[src/psra_pkg.sv]
// Shared constants for the palette slot run allocator.
// Slot status codes, command codes and reset values of a slot entry.
// No dependencies.
package psra_pkg;

  localparam int NUM_SLOTS_DEF   = 16;
  localparam int FIXED_SLOTS_DEF = 6;

  // ids below this limit always take a single slot
  localparam logic [15:0] SMALL_ID_LIMIT = 16'h0016;

  localparam logic [2:0] ST_EMPTY    = 3'd0;
  localparam logic [2:0] ST_RELEASED = 3'd1;
  localparam logic [2:0] ST_CONT     = 3'd2;
  localparam logic [2:0] ST_HEAD     = 3'd3;
  localparam logic [2:0] ST_RESERVED = 3'd4;

  localparam logic [1:0] CMD_ACQUIRE = 2'd0;
  localparam logic [1:0] CMD_RELEASE = 2'd1;
  localparam logic [1:0] CMD_REBIND  = 2'd2;
  localparam logic [1:0] CMD_RESET   = 2'd3;

  localparam logic [3:0]  RSV_RUN   = 4'd1;
  localparam logic [7:0]  RSV_REFS  = 8'h80;
  localparam logic [15:0] RSV_IDENT = 16'hffff;

endpackage

[src/palette_slot_run_allocator_core.sv]
// Palette slot run allocator: reference-counted runs in a slot table.
// One sequencer walks the slot table through a single read and write port.
// Depends on psra_pkg.
//
//   channel  | handshake                      | payload
//   ---------+--------------------------------+-------------------------------------------
//   command  | start / busy                   | command, palette_id, run_length, slot_index
//   result   | strobe (one cycle, no stall)   | kind, slot, ok, move_from, move_to,
//            |                                | move_length, last
//   config   | cfg_valid / cfg_ready          | cfg_data (reserve top slot)
//
// An acquire of a fixed id goes straight to its result; a release or rebind reads its slot
// first. An acquire that compacts runs longest: each table scan walks the slots in turn,
// and each slot moved takes a copy step and a clear step, since the table has one read and one write port.
// Reset runs a clearing pass over every slot with busy high; a reset-table
// command runs the same pass. Results are never held off by the receiver.
module palette_slot_run_allocator_core #(
  parameter int NUM_SLOTS   = psra_pkg::NUM_SLOTS_DEF,
  parameter int FIXED_SLOTS = psra_pkg::FIXED_SLOTS_DEF
) (
  input  logic        clk,
  input  logic        rst,
  input  logic        start,
  output logic        busy,
  input  logic [1:0]  command,
  input  logic [15:0] palette_id,
  input  logic [3:0]  run_length,
  input  logic [3:0]  slot_index,
  output logic        strobe,
  output logic        kind,
  output logic [3:0]  slot,
  output logic        ok,
  output logic [3:0]  move_from,
  output logic [3:0]  move_to,
  output logic [3:0]  move_length,
  output logic        last,
  input  logic        cfg_valid,
  output logic        cfg_ready,
  input  logic        cfg_data
);

  localparam int SW = $clog2(NUM_SLOTS);
  localparam int CW = SW + 1;
  localparam int JW = (CW > 4) ? CW : 4;

  localparam logic [CW-1:0] N_C   = CW'(NUM_SLOTS);
  localparam logic [CW-1:0] F_C   = CW'(FIXED_SLOTS);
  localparam logic [CW-1:0] F1_C  = CW'(FIXED_SLOTS + 1);
  localparam logic [CW-1:0] TOP_C = CW'(NUM_SLOTS - 1);

  localparam logic [3:0] S_RST   = 4'd0;
  localparam logic [3:0] S_IDLE  = 4'd1;
  localparam logic [3:0] S_LOOK  = 4'd2;
  localparam logic [3:0] S_REF   = 4'd3;
  localparam logic [3:0] S_WALK  = 4'd4;
  localparam logic [3:0] S_FIND  = 4'd5;
  localparam logic [3:0] S_ALLOC = 4'd6;
  localparam logic [3:0] S_CLR   = 4'd7;
  localparam logic [3:0] S_NXT   = 4'd8;
  localparam logic [3:0] S_FREE  = 4'd9;
  localparam logic [3:0] S_MCOPY = 4'd10;
  localparam logic [3:0] S_MCLR  = 4'd11;
  localparam logic [3:0] S_REL   = 4'd12;
  localparam logic [3:0] S_REB   = 4'd13;
  localparam logic [3:0] S_DONE  = 4'd14;

  // slot table
  logic [2:0]  mem_st [NUM_SLOTS];
  logic [3:0]  mem_rn [NUM_SLOTS];
  logic [7:0]  mem_rf [NUM_SLOTS];
  logic [15:0] mem_id [NUM_SLOTS];
  logic [2:0]  rd_st;
  logic [3:0]  rd_rn;
  logic [7:0]  rd_rf;
  logic [15:0] rd_id;

  logic          we;
  logic [SW-1:0] wa;
  logic [2:0]    w_st;
  logic [3:0]    w_rn;
  logic [7:0]    w_rf;
  logic [15:0]   w_id;
  logic [SW-1:0] ridx;

  logic [3:0]    state, state_next;
  logic [CW-1:0] idx, idx_next;
  logic [JW-1:0] j, j_next;
  logic [3:0]    c, c_next;
  logic          pass, pass_next;
  logic          compacted, compacted_next;
  logic          top_rsv, top_rsv_next;
  logic          emit_end, emit_end_next;
  logic          walk_rel, walk_rel_next;
  logic          rsv_top;
  logic [15:0]   pid_q, pid_q_next;
  logic [3:0]    len_q, len_q_next;
  logic [CW-1:0] base, base_next;
  logic [3:0]    kq, kq_next;
  logic [CW-1:0] cur, cur_next;
  logic [3:0]    curlen, curlen_next;
  logic [CW-1:0] dst, dst_next;
  logic [CW-1:0] res_slot, res_slot_next;
  logic          res_ok, res_ok_next;

  logic        strobe_next, kind_next, ok_next, last_next;
  logic [3:0]  slot_next, move_from_next, move_to_next, move_length_next;

  logic [JW-1:0] lim;
  logic          free_hit;
  logic [3:0]    acq_len;

  assign busy      = (state != S_IDLE);
  assign cfg_ready = 1'b1;
  assign lim       = (kq == 4'd0) ? JW'(NUM_SLOTS) : JW'(kq);
  assign free_hit  = pass ? (rd_st <= psra_pkg::ST_RELEASED) : (rd_st == psra_pkg::ST_EMPTY);
  assign acq_len   = (palette_id < psra_pkg::SMALL_ID_LIMIT || run_length == 4'd0) ?
                     4'd1 : run_length;
  assign ridx      = (idx_next < N_C) ? idx_next[SW-1:0] : '0;

  always_comb begin
    state_next = state; idx_next = idx; j_next = j; c_next = c;
    pass_next = pass; compacted_next = compacted; top_rsv_next = top_rsv;
    emit_end_next = emit_end; walk_rel_next = walk_rel;
    pid_q_next = pid_q; len_q_next = len_q; base_next = base; kq_next = kq;
    cur_next = cur; curlen_next = curlen; dst_next = dst;
    res_slot_next = res_slot; res_ok_next = res_ok;
    strobe_next = 1'b0; kind_next = kind; slot_next = slot; ok_next = ok;
    last_next = last; move_from_next = move_from; move_to_next = move_to;
    move_length_next = move_length;
    we = 1'b0; wa = idx[SW-1:0];
    w_st = rd_st; w_rn = rd_rn; w_rf = rd_rf; w_id = rd_id;

    case (state)
      S_RST: begin
        we = 1'b1;
        if (idx < F_C || (top_rsv && idx == TOP_C)) begin
          w_st = psra_pkg::ST_RESERVED; w_rn = psra_pkg::RSV_RUN;
          w_rf = psra_pkg::RSV_REFS;    w_id = psra_pkg::RSV_IDENT;
        end else begin
          w_st = psra_pkg::ST_EMPTY; w_rn = '0; w_rf = '0; w_id = '0;
        end
        idx_next = idx + CW'(1);
        if (idx == TOP_C) begin
          state_next = emit_end ? S_DONE : S_IDLE;
        end
      end
      S_IDLE: begin
        if (start) begin
          pid_q_next = palette_id;
          len_q_next = acq_len;
          res_slot_next = '0;
          res_ok_next = 1'b0;
          case (command)
            psra_pkg::CMD_ACQUIRE: begin
              if (palette_id < 16'(FIXED_SLOTS)) begin
                res_slot_next = CW'(palette_id[2:0]);
                res_ok_next = 1'b1;
                state_next = S_DONE;
              end else begin
                idx_next = F_C;
                state_next = S_LOOK;
              end
            end
            psra_pkg::CMD_RELEASE: begin
              idx_next = CW'(slot_index);
              state_next = (CW'(slot_index) < N_C) ? S_REL : S_DONE;
            end
            psra_pkg::CMD_REBIND: begin
              idx_next = CW'(slot_index);
              state_next = (CW'(slot_index) < N_C) ? S_REB : S_DONE;
            end
            default: begin
              top_rsv_next = rsv_top;
              emit_end_next = 1'b1;
              idx_next = '0;
              state_next = S_RST;
            end
          endcase
        end
      end
      S_LOOK: begin
        if (idx == N_C) begin
          pass_next = 1'b0; c_next = '0; compacted_next = 1'b0;
          idx_next = F_C;
          state_next = S_FIND;
        end else if (rd_id == pid_q) begin
          base_next = idx;
          state_next = S_REF;
        end else begin
          idx_next = idx + CW'(1);
        end
      end
      S_REF: begin
        res_slot_next = base;
        res_ok_next = 1'b1;
        if (rd_st == psra_pkg::ST_RESERVED) begin
          state_next = S_DONE;
        end else begin
          we = 1'b1;
          w_st = psra_pkg::ST_HEAD;
          w_rf = rd_rf + 8'd1;
          kq_next = rd_rn;
          j_next = JW'(1);
          walk_rel_next = 1'b0;
          idx_next = base + CW'(1);
          state_next = S_WALK;
        end
      end
      S_WALK: begin
        if (j < lim && idx < N_C) begin
          we = 1'b1;
          if (walk_rel) begin
            w_st = psra_pkg::ST_RELEASED; w_rf = '0;
          end else begin
            w_st = psra_pkg::ST_CONT; w_rn = kq - j[3:0];
          end
          j_next = j + JW'(1);
          idx_next = idx + CW'(1);
        end else begin
          state_next = S_DONE;
        end
      end
      S_REL: begin
        state_next = S_DONE;
        if (rd_st == psra_pkg::ST_HEAD) begin
          if (rd_rf != 8'd1) begin
            we = 1'b1;
            w_rf = rd_rf - 8'd1;
          end else begin
            kq_next = rd_rn;
            j_next = '0;
            walk_rel_next = 1'b1;
            state_next = S_WALK;
          end
        end
      end
      S_REB: begin
        if (rd_st == psra_pkg::ST_HEAD) begin
          we = 1'b1;
          w_id = pid_q;
        end
        state_next = S_DONE;
      end
      S_FIND: begin
        if (idx == N_C) begin
          if (!pass) begin
            pass_next = 1'b1; c_next = '0; idx_next = F_C;
          end else if (!compacted) begin
            compacted_next = 1'b1;
            idx_next = '0;
            state_next = S_CLR;
          end else begin
            res_slot_next = '0; res_ok_next = 1'b0;
            state_next = S_DONE;
          end
        end else if (free_hit) begin
          if ({1'b0, c} + 5'd1 >= {1'b0, len_q}) begin
            base_next = idx - CW'(c);
            idx_next = idx - CW'(c);
            j_next = '0;
            state_next = S_ALLOC;
          end else begin
            c_next = c + 4'd1;
            idx_next = idx + CW'(1);
          end
        end else begin
          c_next = '0;
          idx_next = idx + CW'(1);
        end
      end
      S_ALLOC: begin
        if (j < JW'(len_q) && idx < N_C) begin
          we = 1'b1;
          if (j == '0) begin
            w_st = psra_pkg::ST_HEAD; w_rn = len_q; w_rf = 8'd1; w_id = pid_q;
          end else begin
            w_st = psra_pkg::ST_CONT; w_rn = len_q - j[3:0]; w_rf = '0; w_id = '0;
          end
          j_next = j + JW'(1);
          idx_next = idx + CW'(1);
        end else begin
          res_slot_next = base; res_ok_next = 1'b1;
          state_next = S_DONE;
        end
      end
      S_CLR: begin
        // drop released runs before compaction
        if (idx == N_C) begin
          idx_next = F1_C;
          state_next = S_NXT;
        end else begin
          if (rd_st <= psra_pkg::ST_RELEASED) begin
            we = 1'b1;
            w_st = psra_pkg::ST_EMPTY; w_rn = '0; w_rf = '0; w_id = '0;
          end
          idx_next = idx + CW'(1);
        end
      end
      S_NXT: begin
        if (idx == N_C) begin
          pass_next = 1'b0; c_next = '0; idx_next = F_C;
          state_next = S_FIND;
        end else if (rd_st inside {psra_pkg::ST_CONT, psra_pkg::ST_HEAD}) begin
          cur_next = idx;
          curlen_next = rd_rn;
          idx_next = F_C;
          state_next = S_FREE;
        end else begin
          idx_next = idx + CW'(1);
        end
      end
      S_FREE: begin
        if (idx == N_C) begin
          pass_next = 1'b0; c_next = '0; idx_next = F_C;
          state_next = S_FIND;
        end else if (rd_st == psra_pkg::ST_EMPTY) begin
          if (cur > idx) begin
            strobe_next = 1'b1; kind_next = 1'b1; slot_next = '0; ok_next = 1'b0;
            last_next = 1'b0;
            move_from_next = 4'(cur); move_to_next = 4'(idx);
            move_length_next = curlen;
            dst_next = idx;
            j_next = '0;
            idx_next = cur;
            state_next = S_MCOPY;
          end else begin
            idx_next = cur + CW'(1);
            state_next = S_NXT;
          end
        end else begin
          idx_next = idx + CW'(1);
        end
      end
      S_MCOPY: begin
        if (j < JW'(curlen) && idx < N_C && dst < N_C) begin
          we = 1'b1;
          wa = dst[SW-1:0];
          state_next = S_MCLR;
        end else begin
          idx_next = cur + CW'(1);
          state_next = S_NXT;
        end
      end
      S_MCLR: begin
        we = 1'b1;
        w_st = psra_pkg::ST_EMPTY; w_rn = '0; w_rf = '0; w_id = '0;
        idx_next = idx + CW'(1);
        dst_next = dst + CW'(1);
        j_next = j + JW'(1);
        state_next = S_MCOPY;
      end
      S_DONE: begin
        strobe_next = 1'b1; kind_next = 1'b0; slot_next = 4'(res_slot);
        ok_next = res_ok; last_next = 1'b1;
        move_from_next = '0; move_to_next = '0; move_length_next = '0;
        emit_end_next = 1'b0;
        state_next = S_IDLE;
      end
      default: begin
        state_next = S_IDLE;
      end
    endcase
  end

  // table port: registered read with write-through for the same address
  always_ff @(posedge clk) begin
    if (we) begin
      mem_st[wa] <= w_st;
      mem_rn[wa] <= w_rn;
      mem_rf[wa] <= w_rf;
      mem_id[wa] <= w_id;
    end
    if (we && wa == ridx) begin
      rd_st <= w_st; rd_rn <= w_rn; rd_rf <= w_rf; rd_id <= w_id;
    end else begin
      rd_st <= mem_st[ridx]; rd_rn <= mem_rn[ridx];
      rd_rf <= mem_rf[ridx]; rd_id <= mem_id[ridx];
    end
  end

  always_ff @(posedge clk) begin
    if (rst) begin
      state <= S_RST;
      idx <= '0;
      top_rsv <= 1'b0;
      emit_end <= 1'b0;
      rsv_top <= 1'b0;
      strobe <= 1'b0;
      pass <= 1'b0;
      compacted <= 1'b0;
      walk_rel <= 1'b0;
    end else begin
      state <= state_next;
      idx <= idx_next;
      top_rsv <= top_rsv_next;
      emit_end <= emit_end_next;
      strobe <= strobe_next;
      pass <= pass_next;
      compacted <= compacted_next;
      walk_rel <= walk_rel_next;
      if (cfg_valid && cfg_ready) begin
        rsv_top <= cfg_data;
      end
    end
  end

  always_ff @(posedge clk) begin
    j <= j_next; c <= c_next;
    pid_q <= pid_q_next; len_q <= len_q_next; base <= base_next; kq <= kq_next;
    cur <= cur_next; curlen <= curlen_next; dst <= dst_next;
    res_slot <= res_slot_next; res_ok <= res_ok_next;
    kind <= kind_next; slot <= slot_next; ok <= ok_next; last <= last_next;
    move_from <= move_from_next; move_to <= move_to_next;
    move_length <= move_length_next;
  end

`ifndef SYNTHESIS
  a_final_is_last: assert property (@(posedge clk) disable iff (rst)
    strobe && !kind |-> last) else $error("final word without last");
  a_accept_busy: assert property (@(posedge clk) disable iff (rst)
    start && !busy |=> busy) else $error("command accepted but block not busy");
  a_move_down: assert property (@(posedge clk) disable iff (rst)
    state == S_MCOPY |-> dst < idx) else $error("compaction move not downward");
  a_strobe_busy: assert property (@(posedge clk) disable iff (rst)
    strobe |-> $past(busy)) else $error("word emitted while idle");
`endif

endmodule

[config.mk]
export PLATFORM = sky130hd
export DESIGN_NAME = palette_slot_run_allocator_core
export DESIGN_NICKNAME = d
export VERILOG_FILES = /design/src/psra_pkg.sv /design/src/palette_slot_run_allocator_core.sv
export SDC_FILE = /design/constraint.sdc
export NUM_CORES = 1
export LEC_CHECK = 0
export BUFFER_PORTS_ARGS = -buffer_cell sky130_fd_sc_hd__buf_2
export CAP_MARGIN = 15
export CORE_MARGIN = 3
export CORE_UTILIZATION = 50
export DETAILED_ROUTE_END_ITERATION = 6
export HOLD_SLACK_MARGIN = 0.03
export PLACE_DENSITY = 0.66
export SYNTH_ARGS = -nofsm -noshare
export SYNTH_HDL_FRONTEND = slang
export SYNTH_SLANG_ARGS = --single-unit
[constraint.sdc]
create_clock -name clk -period 12.18 [get_ports clk]
set_input_delay 1.218 -clock clk [delete_from_list [all_inputs] [get_ports clk]]
set_output_delay 1.218 -clock clk [all_outputs]
set_load 0.01 [all_outputs]
## Yosys cells after proc, flatten, opt, wreduce, memory -nomap -nowiden

Memory sizes are Yosys's and may differ from the RTL's. A register that Yosys moved wholly into a read port is not among the register bits.
Index checks and enable logic that the tools add are counted.

- $add $sub $neg: 12
- Magnitude comparators: 12
- Equality and inequality tests: 56
- Multiplexer cells: 188
- Bitwise operators: 2
- Reductions and logical operators: 40

Operators by type and width:

| kind | count |
|---|---|
| $mux 4 | 55 |
| $mux 5 | 39 |
| $mux 16 | 6 |
| $pmux 16 s5 | 1 |
| $mux 8 | 9 |
| $pmux 4 s14 | 1 |
| $pmux 8 s7 | 1 |
| $pmux 5 s11 | 1 |
| $pmux 4 s2 | 6 |
| $ne 2x2->1 const B | 23 |
| $mux 1 | 40 |
| $pmux 5 s7 | 1 |
| $pmux 5 s2 | 3 |
| $eq 4x4->1 const B | 7 |
| $add 5x1->5 const B | 5 |
| $mux 3 | 8 |
| $ne 3x3->1 const B | 7 |
| $pmux 4 s5 | 1 |
| $reduce_and 4->1 | 5 |
| $pmux 3 s6 | 1 |
| $eq 16x16->1 | 1 |
| $eq 4x3->1 const B | 4 |
| $lt 16x3->1 const B | 1 |
| $lt 16x5->1 const B | 1 |
| 48 further kinds | 83 |

- Bits in registers: 92
- Memory bits (writable): 496
- Input bits: 31
- Word-level logic and storage cells: 341
- Memories kept: 4

Memories:

| name | depth | width | rd ports | clocked after Yosys merged registers in | write ports | line | text |
|---|---|---|---|---|---|---|---|
| mem_id | 16 | 16 | 1 | 1 | 1 | palette_slot_run_allocator_core.sv:71 | `logic [15:0] mem_id [NUM_SLOTS];` |
| mem_rf | 16 | 8 | 1 | 1 | 1 | palette_slot_run_allocator_core.sv:70 | `logic [7:0] mem_rf [NUM_SLOTS];` |
| mem_rn | 16 | 4 | 1 | 1 | 1 | palette_slot_run_allocator_core.sv:69 | `logic [3:0] mem_rn [NUM_SLOTS];` |
| mem_st | 16 | 3 | 1 | 1 | 1 | palette_slot_run_allocator_core.sv:68 | `logic [2:0] mem_st [NUM_SLOTS];` |

## Depth between registers and ports, before layout

Gate-level depths: netlist of the first run.

- Word-level depth: 8
- Depth in mapped cells: 15
- Mapped depth without buffers: 12

## Least setup slack after synthesis of the first run

OpenSTA, ideal clock, no wires.

- Path kind: reg2reg
- Start point: register (tool-made name)
- End point: memory mem_id[13][0] (enable)
- Setup time: 0.419 ns
- Arrival time: 4.469 ns
- Data required time: 11.761 ns
- Path slack: 7.292 ns
- Cell stages (with the launch flop): 15
- Path buffers: 5
- Clock period less this slack: 4.888 ns
- Cells stage by stage: dfxtp_1 > buf_4 > buf_4 > buf_4 > buf_2 > buf_2 > mux4_2 > mux4_2 > ha_1 > and4b_1 > nor2_1 > o21ai_0 > nand3_1 > o21ai_0 > nor2_1

RTL lines:

| element | line |
|---|---|
| end: declaration | palette_slot_run_allocator_core.sv:71 |

==> flow_metrics.py, run 1 <==
metrics = {
    "timing": {
        "max_freq_mhz": 176,
        "fin_crit_ns": 5.70,
        "relSlewSlack": 0.231,
        "tns_ns": 0,
        "skew_ns": 0.0405,
        "hold_ws_ns": 0.494,
        "grt_setup_unrepaired": "false",
        "min_period_over_period": 0.468,
        "hold_violations": 0,
        "finalSetupViolCount": 0,
        "slew_viol_final": 0,
        "worst_pin_slew_ns": 1.14,
    },
    "floorplanning": {
        "fp.dieW_um": 237,
        "io_pins": 53,
        "core_mm2": 0.0519,
        "die_y_um": 237,
        "initial_core_util": 0.512,
        "die_area_mm2": 0.0560,
        "num_rows": 83,
    },
    "setup_path": {
        "cp-endpoint": "mem_rn[1][1]",
        "worst_r2r_path_depth": 12,
        "cp_data_required_time_ns": 12.44,
        "critPathCaptureType": "flop",
        "regToRegSetupSlack_ns": 6.48,
        "critPathLaunchType": "flop",
        "critPathSlowestCell": "buf_4",
        "path_cells": "buf_4, nor2_1, a22o_1, o21ai_0, o22ai_1, a21oi_1, nor2_1, nand3_1, o21ai_0, buf_2, nor2_4, buf_4",
        "arrival_ns": 5.95,
        "max_stage_delay_ns": 0.89,
        "path_class": "reg -> reg",
        "reg2reg_to": "mem_rn[1][1]",
        "worstPathMaxFanout": 57,
    },
    "clock_network": {
        "cts_sinks": 592,
        "cts_tree": "yes",
        "clk_pin_slew_ns": 0.06,
        "clockBufferDepth": 3,
        "post-cts-setup-buffers": 0,
        "htree_levels": 2,
        "clkLatencyLatePin_ns": 0.64,
        "cts_inserted_buffers": 59,
        "cts.repair.resized": 0,
        "hold_buffers": 0,
        "root_buffer": "clkbuf_16",
    },
    "global_route": {
        "grt_pass1_vias": 15600,
        "overflow": 0,
        "grt_max_degree": 67,
        "grt_pass1_wl_mm": 99.6,
        "grt_use_total": 0.237,
        "antenna_found_initial": 0,
    },
    "synth": {
        "synth_top_area_frac": 0.646,
        "yosysMostFrequentCell": "edfxtp_1",
        "synth_cell_types": 78,
        "synth-seq-cells": 592,
        "synthTopCellsByCount": "edfxtp_1 (572), mux4_2 (114), nor2_1 (101), a21oi_1 (72), nand2_1 (72)",
        "synthTopCellsByArea": "edfxtp_1 (65%), mux4_2 (9.7%), mux2i_1 (2.2%), ha_1 (2.2%), dfxtp_1 (1.5%)",
        "syn-num-nets": 1787,
        "synth_top_flop_cell": "edfxtp_1",
        "synth_seq_area_share": 0.661,
        "yosys_warnings": 0,
        "synth_edf_count": 572,
        "async_reset_ff_frac": 0,
        "synth_top_area_cell": "edfxtp_1",
        "synthCells": 1707,
        "synth_area_mm2": 0.0266,
        "synth.avg_cell_area_um2": 15.6,
    },
    "placed_design": {
        "place_congestion": 0.965,
        "dp_hpwl_mm": 40.8,
        "io_buffers": 51,
        "dp.cells": 2401,
    },
    "power": {
        "leakagePower_nw": 9.84,
        "total_power_mw": 7.45,
        "powerDensity_mw_per_mm2": 251,
        "peakVddDrop_mv": 0.155,
    },
    "routing": {
        "ant_nets": 0,
        "wl_per_cell_um": 26.7,
        "vias_per_cell": 6.33,
        "wl_mm": 67.0,
        "drc": 0,
        "drtPass1Iterations": 6,
        "vias": 15900,
        "drtIter0Drc": 1940,
    },
    "job": {
        "maxCapViolCount": 0,
    },
    "cells_and_area": {
        "drive_gt1_frac": 0.193,
        "fill_cells": 4072,
        "final_util": 0.571,
        "fin_cells": 2511,
        "area_growth_pct": 11.5,
        "diodes": 0,
        "nets": 1868,
    },
    "status": {
        "status": "finished clean",
    },
    "hold_path": {
        "hp-class": "reg -> reg",
    },
}
==> registers in the layout (all words and copies together), names as in the netlist, 5 cells and up, named ones only <==
register / count
mem_rf: 128
dst: 5
base: 5
cur: 5
mem_rn: 64
idx: 5
j: 5
mem_id: 256
mem_st: 48
pid_q: 16
==> cell families after synthesis <==
logic type / count (synthesis) / share of synthesized area
flip-flops: 592 / 0.661
AND/OR/NAND/NOR: 395 / 0.0746
AO/OA/AOI/OAI: 296 / 0.0749
multiplexers: 199 / 0.130
buffers and inverters: 135 / 0.0220
adder cells (fa/ha/maj): 49 / 0.0239
XOR/XNOR: 40 / 0.0132
other: 1 / 0.000141
==> where the power goes <==
group          internal (mW)  switching (mW)  leakage, nW  total [mW]
logic                  0.925            1.62         3.64        2.55
registers               3.01           0.164         5.32        3.18
clock network          0.964           0.757        0.877        1.72
==> stage by stage <==
step	area, um2	worst slack (ns)
CTS	29600	6.24
global placement	27800	6.47
floorplan	26600	7.29
finish	29600	6.48
detailed placement	27800	6.26
global route	29600	6.04
==> layer usage <==
metal / vias to the layer above / GRT usage / part of all wire
li1: 6959 / - / -
met2: 731 / 0.373 / 0.47
met1: 8060 / 0.337 / 0.41
met3: 145 / 0.0403 / 0.077
met4: 0 / 0.0861 / 0.035
met5: - / 0 / 0
==> placed cells by master (no fill, tap or decap), types with 16 or more instances in the layout <==
cell | synthesis | routed
o21ai_0 | 62 | 61
and3_1 | 17 | 17
buf_2 | 20 | 55
mux4_2 | 114 | 114
nor2_1 | 101 | 85
mux2i_1 | 59 | 59
ha_1 | 46 | 46
xnor2_1 | 22 | 22
buf_4 | 14 | 45
nand2b_1 | 21 | 21
clkbuf_1 | 39 | 18
nor2_4 | 0 | 16
nand2_1 | 72 | 72
clkbuf_16 | 0 | 59
inv_1 | 50 | 50
dfxtp_1 | 20 | 16
nor2b_1 | 24 | 24
a21oi_1 | 72 | 71
nand3_1 | 43 | 43
edfxtp_1 | 572 | 572
nor3_1 | 49 | 49
xor2_1 | 18 | 18
mux2_2 | 25 | 25
==> final cells by class <==
class,count,area [um2],share of cell area
multi-input combinational,980,8550,0.289
timing repair buffer,101,628,0.0212
clock inverter,26,256,0.00865
tap,680,851,0.0287
clock buffer,78,1560,0.0526
inverter,54,203,0.00684
sequential,592,17600,0.593
==> how the worst min path moves through the flow <==
stage	startpoint	to	slack, ns	cells past startpoint
floorplan	idx[2]	cur[2]	0.43	0
global placement	rsv_top	top_rsv	0.48	2
detailed placement	rsv_top	top_rsv	0.49	2
CTS	rsv_top	top_rsv	0.50	2
global route	rsv_top	top_rsv	0.52	2
finish	rsv_top	top_rsv	0.49	2
==> critical path: cells and delay by family, from the launching register on <==
family,cells,cell delay [ns]
compound gates,5,1.90
flops,1,0.77
buf+inv,3,1.60
simple gates,4,0.96
(Power assumes the default switching activity.)
==> run 2: changes to the inputs <==
Settings changed: PLACE_DENSITY 0.66 to 0.68.
Clock period 12.18 ns to 5 ns, I/O delays scaled along.
==> run 2 against run 1 <==
  * The flow now finishes with violations (DRC)
  * Via count is 1.7% higher
  * Clock skew is 0.021 ns lower
  * Die area stayed put
  * Critical path depth is 1 lower
  * Non-clock buffer count is 37 higher
  * Worst setup slack worse by 5.9 ns
  * Sequential power is 140% higher
  * Register-to-register slack worse by 5.9 ns
  * Combinational power grew to 2.5 times the previous value
  * Critical endpoint is now mem_rf[6][2]
==> flow_metrics.py, run 2 (synthesis results as in run 1) <==
metrics = {
    "global_route": {
        "grt_max_degree": 45,
        "antenna_found_initial": 0,
        "grt_use_total": 0.246,
        "grt_pass1_wl_mm": 103,
        "grt_pass1_vias": 16300,
        "overflow": 0,
    },
    "cells_and_area": {
        "final_cell_mix": "edfxtp_1 (572), mux4_2 (114), nor2_1 (85)",
        "fill_cells": 4006,
        "final_util": 0.581,
        "multi_input_area_mm2": 0.00855,
        "fin_cells": 2552,
        "largest_reg_flops": 256,
        "final_common_cell": "edfxtp_1",
        "area_growth_pct": 13.5,
        "reg_top3": "mem_id (256), mem_rf (128), mem_rn (64)",
        "register_area_mm2": 0.0176,
        "drive_gt1_frac": 0.212,
        "nets": 1905,
        "largest-register": "mem_id",
        "diodes": 0,
        "postLayoutCellArea_mm2": 0.0302,
    },
    "clock_network": {
        "hold_buffers": 0,
        "cts_inserted_buffers": 59,
        "clkLatencyLatePin_ns": 0.63,
        "cts_sinks": 592,
        "htree_levels": 2,
        "root_buffer": "clkbuf_16",
        "cts.repair.resized": 0,
        "clk_pin_slew_ns": 0.06,
        "clockBufferDepth": 3,
        "cts_tree": "yes",
        "post-cts-setup-buffers": 0,
    },
    "hold_path": {
        "hp-class": "in -> reg",
        "hold_start": "palette_id[14]",
    },
    "power": {
        "peakVddDrop_mv": 0.360,
        "leakagePower_nw": 10.1,
        "total_power_mw": 18.7,
        "powerDensity_mw_per_mm2": 618,
    },
    "floorplanning": {
        "die_area_mm2": 0.0560,
        "core_mm2": 0.0519,
        "die_y_um": 237,
        "io_pins": 53,
        "initial_core_util": 0.512,
        "fp.dieW_um": 237,
        "num_rows": 83,
    },
    "setup_path": {
        "path_class": "reg -> reg",
        "reg2reg_to": "mem_rf[6][2]",
        "critPathCaptureType": "flop",
        "cp-endpoint": "mem_rf[6][2]",
        "critPathLaunchType": "flop",
        "worst_r2r_path_depth": 11,
        "cp_data_required_time_ns": 5.33,
        "arrival_ns": 4.74,
        "regToRegSetupSlack_ns": 0.58,
        "worstPathMaxFanout": 31,
    },
    "timing": {
        "worst_pin_slew_ns": 1.14,
        "min_period_over_period": 0.883,
        "hold_ws_ns": 0.0655,
        "tns_ns": 0,
        "grt_setup_unrepaired": "false",
        "finalSetupViolCount": 0,
        "hold_violations": 0,
        "slew_viol_final": 0,
        "finalWorstSetupSlack_ns": 0.584,
        "fin_crit_ns": 4.42,
        "relSlewSlack": 0.240,
        "skew_ns": 0.0196,
        "max_freq_mhz": 226,
    },
    "routing": {
        "vias_per_cell": 6.34,
        "wl_per_cell_um": 27.0,
        "drtIter0Drc": 1825,
        "wl_mm": 68.9,
        "drc": 8,
        "ant_nets": 0,
        "drtPass1Iterations": 7,
        "vias": 16200,
    },
    "placed_design": {
        "dp.cells": 2441,
        "place_congestion": 0.951,
        "placed_cell_area_mm2": 0.0282,
        "io_buffers": 51,
        "post-place-ws_ns": 0.590,
        "dp_hpwl_mm": 44.5,
    },
    "status": {
        "status": "finished with violations",
        "violations": "DRC",
    },
    "job": {
        "maxCapViolCount": 0,
    },
}
run 2: cell types whose count changed in the layout (fill, tap and decap cells not counted), moves of 2 or more:
cell	change
clkbuf_1	-9
buf_12	+8
buf_4	+33
buf_2	-4
clkinv_2	+2
clkinv_1	+7
bufinv_16	+4
run 2: critical path, stage by stage, from the launching register on:
cell and delay, ns:
dfxtp_4 0.61, mux4_2 0.54, mux4_2 0.57, ha_1 0.22
and4b_1 0.24, nor2_1 0.16, o21ai_0 0.12, nand3_1 0.19
o21ai_0 0.13, buf_4 0.19, nor2_4 0.79, buf_4 0.33
run 2: worst min path at each step:
stage,endpoint,depth (start not counted)
floorplan,cur[2],0
global placement,top_rsv,2
detailed placement,rsv_top,2
CTS,pid_q[14],1
global route,pid_q[14],1
finish,pid_q[14],1
run 2: layout make-up:
class	count	share of cell area
flip-flops and latches	592	0.583
clock inverters	40	0.0143
clock buffers	68	0.0501
multi-input cells	980	0.284
inverters	54	0.00672
repair buffers	138	0.0341
well taps	680	0.0282
run 2: routing by layer:
| layer | GRT usage | part of all wire | vias to the layer above | routed length [um] |
|---|---|---|---|---|
| li1 | - | - | 7031 | - |
| met1 | 0.336 | 0.40 | 8201 | 27800 |
| met2 | 0.402 | 0.48 | 777 | 33300 |
| met3 | 0.0423 | 0.079 | 164 | 5420 |
| met4 | 0.0880 | 0.036 | 0 | 2450 |
| met5 | 0 | 0 | - | 0 |
run 2: power by group:
group / leakage, nW / switching (mW) / internal (mW)
combinational: 3.86 / 4.07 / 2.41
clock: 0.937 / 1.89 / 2.53
sequential: 5.32 / 0.403 / 7.34
total: 10.1 / 6.37 / 12.3
==> run 3: changes to the inputs <==
Settings changed: CORE_ASPECT_RATIO set to 2, SKIP_LAST_GASP set to 1.
==> run 3 against run 2 <==
  * The flow now finishes without violations
  * Sequential power down 0.5%
  * Flip-flop and latch count unchanged
  * Non-clock buffer count up 9
  * Clock skew up 0.00079 ns
  * Utilization down 0.50 points
  * Critical path type unchanged
  * Critical endpoint is now mem_id[10][5]
==> flow_metrics.py, run 3 (synthesis results as in run 1) <==
metrics = {
    "power": {
        "swShare": 0.351,
        "peakVddDrop_mv": 0.403,
        "total_power_mw": 18.5,
        "p_sw_mw": 6.49,
        "clkPwrFrac": 0.221,
        "p_int_mw": 12.0,
        "p_seq_frac": 0.417,
        "powerDensity_mw_per_mm2": 615,
        "pwr-share-comb": 0.362,
        "leakagePower_nw": 10.0,
    },
    "clock_network": {
        "post-cts-setup-buffers": 0,
        "root_buffer": "clkbuf_16",
        "clk_pin_slew_ns": 0.07,
        "cts_tree": "yes",
        "cts_sinks": 592,
        "clkLatencyLatePin_ns": 0.60,
        "hold_buffers": 0,
        "cts_inserted_buffers": 50,
        "htree_levels": 2,
        "clockBufferDepth": 3,
        "cts.repair.resized": 0,
    },
    "timing": {
        "finalWorstSetupSlack_ns": 0.403,
        "grt_setup_unrepaired": "false",
        "hold_violations": 0,
        "fin_crit_ns": 4.60,
        "finalSetupViolCount": 0,
        "hold_ws_ns": 0.0970,
        "min_period_over_period": 0.919,
        "relSlewSlack": 0.221,
        "max_freq_mhz": 218,
        "slew_viol_final": 0,
        "skew_ns": 0.0204,
        "worst_pin_slew_ns": 1.17,
        "tns_ns": 0,
    },
    "cells_and_area": {
        "final_util": 0.576,
        "area_growth_pct": 12.9,
        "final_common_cell": "edfxtp_1",
        "largest_reg_flops": 256,
        "reg_top3": "mem_id (256), mem_rf (128), mem_rn (64)",
        "fin_cells": 2527,
        "final_cell_mix": "edfxtp_1 (572), mux4_2 (114), nor2_1 (85)",
        "largest-register": "mem_id",
        "fill_cells": 3999,
        "drive_gt1_frac": 0.217,
        "postLayoutCellArea_mm2": 0.0300,
        "nets": 1905,
    },
    "routing": {
        "ant_nets": 0,
        "vias_per_cell": 6.38,
        "wl_per_cell_um": 29.7,
        "drtPass1Iterations": 7,
        "drtIter0Drc": 1659,
        "drc": 0,
        "wl_mm": 75.1,
        "vias": 16100,
    },
    "global_route": {
        "grt_pass1_wl_mm": 109,
        "grt_use_total": 0.266,
        "antenna_found_initial": 1,
        "grt_max_degree": 39,
        "grt_pass1_vias": 16500,
        "overflow": 0,
    },
    "floorplanning": {
        "io_pins": 53,
        "die_area_mm2": 0.0561,
        "num_rows": 118,
        "fp.dieW_um": 169,
        "core_mm2": 0.0521,
        "initial_core_util": 0.510,
        "die_y_um": 332,
    },
    "setup_path": {
        "critPathCaptureType": "flop",
        "arrival_ns": 4.80,
        "worstPathMaxFanout": 27,
        "critPathLaunchType": "flop",
        "path_class": "reg -> reg",
        "regToRegSetupSlack_ns": 0.40,
        "cp_data_required_time_ns": 5.20,
    },
    "placed_design": {
        "place_congestion": 1.05,
        "dp_hpwl_mm": 50.4,
        "placed_cell_area_mm2": 0.0283,
        "io_buffers": 51,
        "dp.cells": 2431,
        "post-place-ws_ns": 0.432,
    },
    "job": {
        "maxCapViolCount": 0,
    },
    "status": {
        "status": "finished clean",
    },
    "hold_path": {
        "hp-class": "in -> reg",
    },
}
run 3: critical path: stages, from the launching register on:
cell	delay [ns]
dfxtp_4	0.65
buf_4	0.43
nor2b_1	0.43
a22o_1	0.27
o21ai_1	0.17
o22a_1	0.28
buf_4	0.17
o21ai_0	0.39
nor2b_1	0.41
o211a_1	0.51
o21ai_1	0.45
run 3: path summary, 6_finish.rpt:
path / startpoint / to / cells after the start
worst max-delay path: flop / mem_id[10][5] / 10
worst max register to register: flop / mem_id[10][5] / 10
worst min register to register: res_slot[3] / slot[3] / 1
worst min-delay path: palette_id[3] / pid_q[3] / 1
run 3: metal layers:
| layer | GRT usage | part of all wire |
|---|---|---|
| met1 | 0.289 | 0.33 |
| met2 | 0.486 | 0.54 |
| met3 | 0.0311 | 0.059 |
| met4 | 0.164 | 0.076 |
| met5 | 0 | 0 |
run 3: final cells by class:
class | instances | area (um2) | share of cell area
Timing Repair Buffer | 147 | 1130 | 0.0375
Clock inverter | 41 | 465 | 0.0155
Clock buffer | 52 | 1260 | 0.0419
Sequential cell | 592 | 17600 | 0.586
Multi-Input combinational cell | 980 | 8550 | 0.285
Antenna cell | 1 | 2.50 | 0.0000834
Inverter | 54 | 203 | 0.00675
Tap cell | 660 | 826 | 0.0275
run 3: power groups by stage:
| stage | Sequential [mW] | Clock, mW | Combinational, mW |
|---|---|---|---|
| after global placement | 7.78 | 0 | 6.48 |
| after global routing | 7.76 | 4.35 | 7.14 |
| after floorplan | 7.58 | 0 | 4.37 |
| after CTS | 7.71 | 4.16 | 6.64 |
| final | 7.70 | 4.08 | 6.68 |
| after detailed placement | 7.81 | 0 | 6.61 |
